===== src/design/ordered_list_table_top_macros.svh =====
`ifndef ORDERED_LIST_TABLE_TOP_MACROS_SVH
`define ORDERED_LIST_TABLE_TOP_MACROS_SVH

// Clocked check, held off during reset
`define OLT_ASSERT(lbl, prop, msg) \
	lbl: assert property (@(posedge clk) disable iff (!arst_n) prop) else $error(msg);

// Condition that must never be seen
`define OLT_NEVER(lbl, expr, msg) \
	lbl: assert property (@(posedge clk) disable iff (!arst_n) !(expr)) else $error(msg);

`endif


===== src/design/olt_pkg.sv =====
`timescale 1ns / 1ps

package olt_pkg;

	localparam int OLT_CAPACITY = 128;
	localparam int DATA_W       = 32;
	localparam int POS_W        = 8;
	localparam int LEN_W        = 8;
	localparam int OP_W         = 3;

	typedef enum logic [OP_W-1:0] {
		OP_INSERT,
		OP_DELETE,
		OP_GET,
		OP_PRIOR,
		OP_NEXT,
		OP_CLEAR
	} olt_op_t;

	typedef struct packed {
		logic [OP_W-1:0]          op;
		logic [POS_W-1:0]         position;
		logic signed [DATA_W-1:0] value;
	} olt_in_t;

	typedef struct packed {
		logic                     ok;
		logic signed [DATA_W-1:0] value_out;
		logic [LEN_W-1:0]         length_out;
	} olt_out_t;

	// validated operation broadcast to every cell
	typedef struct packed {
		logic                     ins_en;
		logic                     del_en;
		logic                     get_en;
		logic                     prior_en;
		logic                     next_en;
		logic [POS_W-1:0]         position;
		logic signed [DATA_W-1:0] value;
	} olt_cmd_t;

	typedef struct packed {
		logic                     hit;
		logic signed [DATA_W-1:0] val;
	} olt_cand_t;

	// lower list index wins
	function automatic olt_cand_t olt_merge(olt_cand_t a, olt_cand_t b);
		return a.hit ? a : b;
	endfunction

endpackage


===== src/design/olt_cell.sv =====
`timescale 1ns / 1ps

module olt_cell #(
	parameter int IDX   = 0,
	parameter int CNT_W = 8
) (
	input  logic                             clk,
	input  olt_pkg::olt_cmd_t                cmd,
	input  logic [CNT_W-1:0]                 count,
	input  logic signed [olt_pkg::DATA_W-1:0] left_val,
	input  logic signed [olt_pkg::DATA_W-1:0] right_val,
	output logic signed [olt_pkg::DATA_W-1:0] entry,
	output olt_pkg::olt_cand_t               cand
);
	import olt_pkg::*;

	localparam int PW = (CNT_W > POS_W) ? CNT_W : POS_W;
	localparam logic [PW-1:0] SELF = PW'(IDX + 1);

	logic signed [DATA_W-1:0] entry_q;
	logic [PW-1:0]            pos_w;
	logic                     match;
	logic                     prior_hit;
	logic                     next_hit;
	logic                     sel_hit;

	assign pos_w = PW'(cmd.position);
	assign match = (entry_q == cmd.value);

	always_ff @(posedge clk) begin
		if (cmd.ins_en) begin
			if (SELF == pos_w) begin
				entry_q <= cmd.value;
			end else if (SELF > pos_w) begin
				entry_q <= left_val;
			end
		end else if (cmd.del_en && (SELF >= pos_w)) begin
			entry_q <= right_val;
		end
	end

	assign prior_hit = cmd.prior_en && (IDX >= 1) && (count > CNT_W'(IDX)) && match;
	assign next_hit  = cmd.next_en && (count > CNT_W'(IDX + 1)) && match;
	assign sel_hit   = (cmd.get_en || cmd.del_en) && (SELF == pos_w);

	always_comb begin
		cand.hit = prior_hit || next_hit || sel_hit;
		priority if (prior_hit) begin
			cand.val = left_val;
		end else if (next_hit) begin
			cand.val = right_val;
		end else begin
			cand.val = entry_q;
		end
	end

	assign entry = entry_q;

endmodule


===== config.mk =====
export PLATFORM = sky130hd
export DESIGN_NAME = olt_cell
export DESIGN_NICKNAME = d
export VERILOG_FILES = /design/src/design/ordered_list_table_top_macros.svh /design/src/design/olt_pkg.sv /design/src/design/olt_cell.sv
export SDC_FILE = /design/constraint.sdc
export NUM_CORES = 1
export LEC_CHECK = 0
export BUFFER_PORTS_ARGS = -buffer_cell sky130_fd_sc_hd__buf_2
export CAP_MARGIN = 20
export CORE_MARGIN = 2
export CORE_UTILIZATION = 35
export DETAILED_ROUTE_END_ITERATION = 6
export GPL_TIMING_DRIVEN = 1
export PLACE_DENSITY = 0.69
export REMOVE_ABC_BUFFERS = 1
export SLEW_MARGIN = 10
export SYNTH_ARGS = -nofsm -noshare
export SYNTH_HDL_FRONTEND = slang
export SYNTH_SLANG_ARGS = --single-unit
export TNS_END_PERCENT = 5

===== constraint.sdc =====
create_clock -name clk -period 6.6 [get_ports clk]
set_input_delay 1.65 -clock clk [delete_from_list [all_inputs] [get_ports clk]]
set_output_delay 1.65 -clock clk [all_outputs]
set_load 0.02 [all_outputs]

Word-level counts from Yosys, hierarchy flattened --
Index checks and enable logic that the tools add are counted.
Operators by class: muxes and demuxes 5, reductions and logical operators 8, magnitude comparators 3, equality and inequality tests 3
Operators with widths (count):
- two-way mux 32 bit | 5
- equality test 32 bit | 1
- equality test 1 x 8 -> 1 bit, first input constant | 1
- >= comparator 1 x 8 -> 1 bit, first input constant | 1
- > comparator 1 x 8 -> 1 bit, first input constant | 1
- > comparator 8 x 1 -> 1 bit, second input constant | 1
- logical AND 1 bit | 4
- inequality test 3 x 1 -> 1 bit, second input constant | 1
- logical OR 1 bit | 2
- AND reduction 2 bit | 1
- nonzero test 2 bit | 1
Word-level totals: input port bits 118, output and inout port bits 65, register bits 32, word-level logic and storage cells 20

Depth between registers and ports, before layout --
Gate-level depths: netlist (run 1).
word-level depth 4, gate-level depth with buffers 6, depth with buffers taken out 5

Worst setup path after synthesis (run 1) --
No wires, ideal clock.
path type input -> output, start input cmd[36] (netlist bit), end output cand[32] (netlist bit), arrival 3.028 ns, slack 1.922 ns, cell stages on the path 5, required time 4.950 ns, path through or4_4 > nor4_4 > nand2_2 > buf_6 > o21ai_1
RTL lines:
- start, declared | line olt_cell.sv:8 | input olt_pkg::olt_cmd_t cmd,
- end, declared | line olt_cell.sv:13 | output olt_pkg::olt_cand_t cand

==> flow_metrics.tcl, run 1 <==
set metrics [dict create \
    core_area_um2 7176 \
    min_to "entry[15]" \
    dieArea_um2 8010 \
    p_leak_nw 1.918 \
    fillers 693 \
    layout_commonest_cell "buf_2" \
    worstMarginPinSlew_ns 0.6143 \
    die_x_um 89.50 \
    numPortBuffers 180 \
    layout-drive-gt1-share_pct 55.94 \
    cts_buffer_depth 2 \
    crit_path_start_kind "primary input" \
    wl_per_cell_um 14.28 \
    final_max_slew_viol_count 0 \
    overflow 0 \
    outcome "finished clean" \
    grt_use_total_pct 17.48 \
    clock.fmax_mhz 180.6 \
    worstHoldPathCells 3 \
    ir_drop_mv 0.08062 \
    critical_path_class "in2out" \
    hold_violations 0 \
    syn_inst 226 \
    synth_seq_cells 32 \
    root_buffer "clkbuf_8" \
    rsz0062_at_grt "no" \
    max_cap_viol_count 0 \
    insertedDiodeCount 0 \
    tritoncts "done" \
    cellPowerDensity_nw_per_um2 126.1 \
    first_iter_violations 43 \
    vias 2405 \
    cp_data_required_time_ns 4.95 \
    worstPathMaxFanout 18 \
    post_cts_buffers 0 \
    slew_headroom_pct 59.05 \
    die_h_um 89.50 \
    synth-seq-area-share_pct 37.56 \
    setup_viol_count_final 0 \
    hold_buffers 0 \
    min_period_ns 5.536 \
    area_growth_pct 41.37 \
    drt_wl_total_mm 7.185 \
    drc_errors 0 \
    post_cts_resize_count 0 \
    post-route-util_pct 50.41 \
    htreeDepth 2 \
    grt_max_degree 66 \
    cts_sinks 32 \
    grt_pass1_wl_mm 10.78 \
    floorplan.initialDensity_pct 35.66 \
    cts_buffers 5 \
    yosys_warnings 0 \
    antenna_found_initial 0 \
    synth_cell_types 22 \
    viasPerCell 4.781 \
    netlist_area_um2 2559 \
    fin_nets 522 \
    hold_path_class "in2reg" \
    worstSetupEndpointType "output port" \
    largest_reg_flops 32 \
    synth.avg_cell_area_um2 11.32 \
    setup_tns_ns 0 \
    place_congestion 0.7728 \
    postRouteAntennaNets 0 \
    path_clk_slew_ns 0.07 \
    min_from "right_val[15]" \
    rows 31 \
    grt_pass1_vias 2351 \
    dr.pass1.iters 4 \
    final.period_utilization_pct 83.88 \
    cp.arrival_ns 3.89 \
    layout_common_cells "buf_2, nor2_1, a21oi_1, mux2i_1, edfxtp_1" \
    ios 183 \
    dpl.hpwl_mm 5.591 \
]
## worst max-delay path by stage
| stage | from | to | slack [ns] | depth (start not counted) |
|---|---|---|---|---|
| finish | cmd[31] | cand[17] | 1.06 | 8 |
| global route | cmd[11] | cand[6] | 0.91 | 8 |
| CTS | cmd[31] | cand[6] | 1.03 | 8 |
| detailed placement | cmd[31] | cand[6] | 1.04 | 8 |
| global placement | cmd[31] | cand[6] | 1.05 | 8 |
| floorplan | cmd[31] | cand[0] | 1.18 | 5 |
## metrics by stage
step	area [um2]	hold WS, ns	power, W	cells	worst slack, ns
after floorplan	2465	1.857	0.0002655	213	1.177
after global placement	3541	1.981	0.0003167	496	1.053
after detailed placement	3541	1.994	0.0003195	496	1.038
after CTS	3617	1.696	0.0004614	503	1.028
after global routing	3617	1.710	0.0004780	503	0.9068
final	3617	1.711	0.0004562	503	1.064
## cell families (layout without fill, tap and decap cells)
kind of cell | after synthesis | in the layout | share of synthesized area [%]
AO/OA/AOI/OAI | 35 | 35 | 6.944
XOR/XNOR | 32 | 32 | 10.95
buffers and inverters | 13 | 191 | 3.667
flip-flops | 32 | 32 | 37.55
multiplexers | 64 | 64 | 30.86
AND/OR/NAND/NOR | 50 | 50 | 10.02
## routing by layer
metal	track usage, %	share of wire, %
met2	32.53	51
met5	0	0
met3	4.709	8.3
met4	4.206	0.96
met1	19.75	40
## report_power, final
group	internal [W]	leakage, nW	switching (W)
combinational	0.0000461	1.58	0.0000408
sequential	0.000226	0.298	0.000000950
clock	0.0000696	0.0391	0.0000724
## critical path: stages
cell     delay (ns)
buf_2          0.11
xnor2_1        0.20
nand4_1        0.14
nor4_2         0.49
nand4_4        0.46
buf_12         0.35
mux2_4         0.31
buf_2          0.16
## Yosys cell counts
library cell	n	share of area [%]
a21oi_1	33	6.5
buf_6	6	2.6
clkbuf_1	7	1.0
edfxtp_1	32	38
mux2_2	3	1.3
mux2_4	29	17
mux2i_1	32	13
nand2_1	1	0.15
nand2_2	1	0.24
nand3_1	1	0.20
nand4_1	6	1.5
nand4_2	1	0.49
nor2_1	33	4.8
nor3_1	2	0.39
nor4_1	2	0.49
nor4_2	1	0.49
nor4_4	1	0.83
o21a_1	1	0.29
o21ai_1	1	0.20
or4_4	1	0.44
xnor2_1	28	9.6
xor2_1	4	1.4
## area by class of cell
class / instances / area [um2] / share of cell area [%]
multi-input cells: 181 / 1513 / 41.82
clock buffers: 5 / 68.82 / 1.902
flip-flops and latches: 32 / 960.9 / 26.57
clock inverters: 2 / 7.507 / 0.2075
repair buffers: 184 / 943.4 / 26.08
well taps: 99 / 123.9 / 3.424
No activity file was read; power rests on OpenSTA's default activity.
==> run 2, diff against run 1 <==
- PLACE_DENSITY: 0.69 -> 0.72
- clock period: 6.6 -> 4.5 ns (I/O delays scaled with it)
==> run 2 against run 1 <==
Global-route usage down 0.23 points. Worst setup slack worse by 0.73 ns. Die area unchanged. Sequential cell count unchanged. Final area down 0.10%. Clock-buffer cell count up 1. Cell count up 0.20%. Hold slack worse by 0.53 ns. Routed wire length up 0.50%. Critical path type unchanged.
==> flow_metrics.tcl, run 2 (same netlist as run 1, synthesis figures left out) <==
set metrics [dict create \
    outcome "finished clean" \
    cp.arrival_ns 3.04 \
    grt_use_total_pct 17.26 \
    fin_nets 523 \
    hold_violations 0 \
    ir_drop_mv 0.1016 \
    setup_tns_ns 0 \
    critical_path_class "in2out" \
    root_buffer "clkbuf_8" \
    cts_buffers 5 \
    drc_errors 0 \
    floorplan.initialDensity_pct 35.66 \
    layout-drive-gt1-share_pct 56.30 \
    cp_slowest_stage_delay_ns 0.44 \
    clock.fmax_mhz 239.9 \
    postRouteAntennaNets 0 \
    tritoncts "done" \
    htreeDepth 2 \
    top_usage_layer "met2" \
    worstSetupEndpointType "output port" \
    dr.pass1.iters 4 \
    hold_buffers 0 \
    p_sw_share_pct 24.66 \
    place_congestion 0.6840 \
    largest_reg_flops 32 \
    switchingPower_w 0.0001653 \
    slowest_stage "nor4_2" \
    crit_path_frequent_cell "buf_2" \
    grt_max_degree 35 \
    seqPwrFrac_pct 49.8 \
    grt_pass1_wl_mm 10.54 \
    crit_path_start_kind "primary input" \
    cp_data_required_time_ns 3.38 \
    setup_viol_count_final 0 \
    layout_commonest_cell "buf_2" \
    final.period_utilization_pct 92.65 \
    die_x_um 89.50 \
    viasPerCell 4.679 \
    insertedDiodeCount 0 \
    cellPowerDensity_nw_per_um2 185.5 \
    max_cap_viol_count 0 \
    final_max_slew_viol_count 0 \
    first_iter_violations 53 \
    internal_power_w 0.0005050 \
    min_period_ns 4.169 \
    met1_usage_pct 19.59 \
    layout_common_cells "buf_2, nor2_1, a21oi_1, mux2i_1, edfxtp_1" \
    holdWs_ns 1.177 \
    antenna_found_initial 0 \
    dieArea_um2 8010 \
    die_h_um 89.50 \
    post_cts_resize_count 0 \
    finalPower_w 0.0006702 \
    critPathTopFamily "simple AND/OR/NAND/NOR gates" \
    worstPathMaxFanout 33 \
    rows 31 \
    grt_pass1_vias 2221 \
    core_area_um2 7176 \
    rsz0062_at_grt "no" \
    cts_buffer_depth 2 \
    cp_num_buf_inv 3 \
    cts_sinks 32 \
    ios 183 \
    slew_headroom_pct 57.68 \
    overflow 0 \
    grt_use_met3_pct 4.432 \
    clock_power_share_pct 31.1 \
    drt_wl_total_mm 7.221 \
    dpl.hpwl_mm 5.623 \
    hold_path_class "in2reg" \
    numPortBuffers 180 \
    use_met2_pct 32.05 \
    area_growth_pct 41.22 \
    wl_per_cell_um 14.33 \
    path_clk_slew_ns 0.07 \
    post_cts_buffers 0 \
    pwr-share-comb_pct 19.2 \
    worstMarginPinSlew_ns 0.6348 \
    crit_chain "buf_2, xnor2_1, nand4_1, nor4_2, nand4_4, buf_4, mux2_4, buf_2" \
    vias 2358 \
    p_leak_nw 1.919 \
]
run 2: cell types whose count changed in the layout (fill, tap and decap cells not counted), sizes merged:
cell    before  now
buf        184  185
clkbuf       5    6
clkinv       2    1
run 2: cell type report:
type	count	area [um2]
Timing Repair Buffer	185	938.4
Tap cell	99	123.9
Clock inverter	1	5.005
Sequential cell	32	960.9
Clock buffer	6	72.57
Multi-Input combinational cell	181	1513
Fill cell	674	3562
run 2: worst min-delay path: cells and delay by family:
kind | cells | cell delay (ns)
compound gates | 1 | 0.10
simple gates | 1 | 0.03
buf+inv | 1 | 0.09
run 2: power by group through the flow:
stage	combinational, W	clock [W]	sequential (W)
after floorplan	0.0000477	0	0.000342
after global placement	0.000126	0	0.000340
after detailed placement	0.000130	0	0.000340
after CTS	0.000130	0.000219	0.000333
after global routing	0.000144	0.000226	0.000334
final	0.000129	0.000208	0.000333
run 2: worst paths after layout:
| kind | start | to | slack [ns] | cells past startpoint |
|---|---|---|---|---|
| worst max-delay path | cmd[5] | cand[26] | 0.33 | 8 |
| worst min-delay path | right_val[1] | entry[1] | 1.18 | 3 |
run 2: per-stage QoR:
step | setup WS (ns) | util, % | cell area [um2] | instances
2_1_floorplan | 0.1273 | - | 2465 | 213
3_3_place_gp | 0.3304 | 49.28 | 3536 | 497
3_5_place_dp | 0.2719 | 49.28 | 3536 | 497
4_1_cts | 0.2716 | 50.36 | 3613 | 504
5_1_grt | 0.1541 | 50.36 | 3613 | 504
6_report | 0.3308 | 50.36 | 3613 | 504
run 2: routing by layer:
layer  share of wire, %  wire length (um)
met4               0.82                59
met2                 51              3701
met1                 41              2932
met3                7.3               528
met5                  0                 0
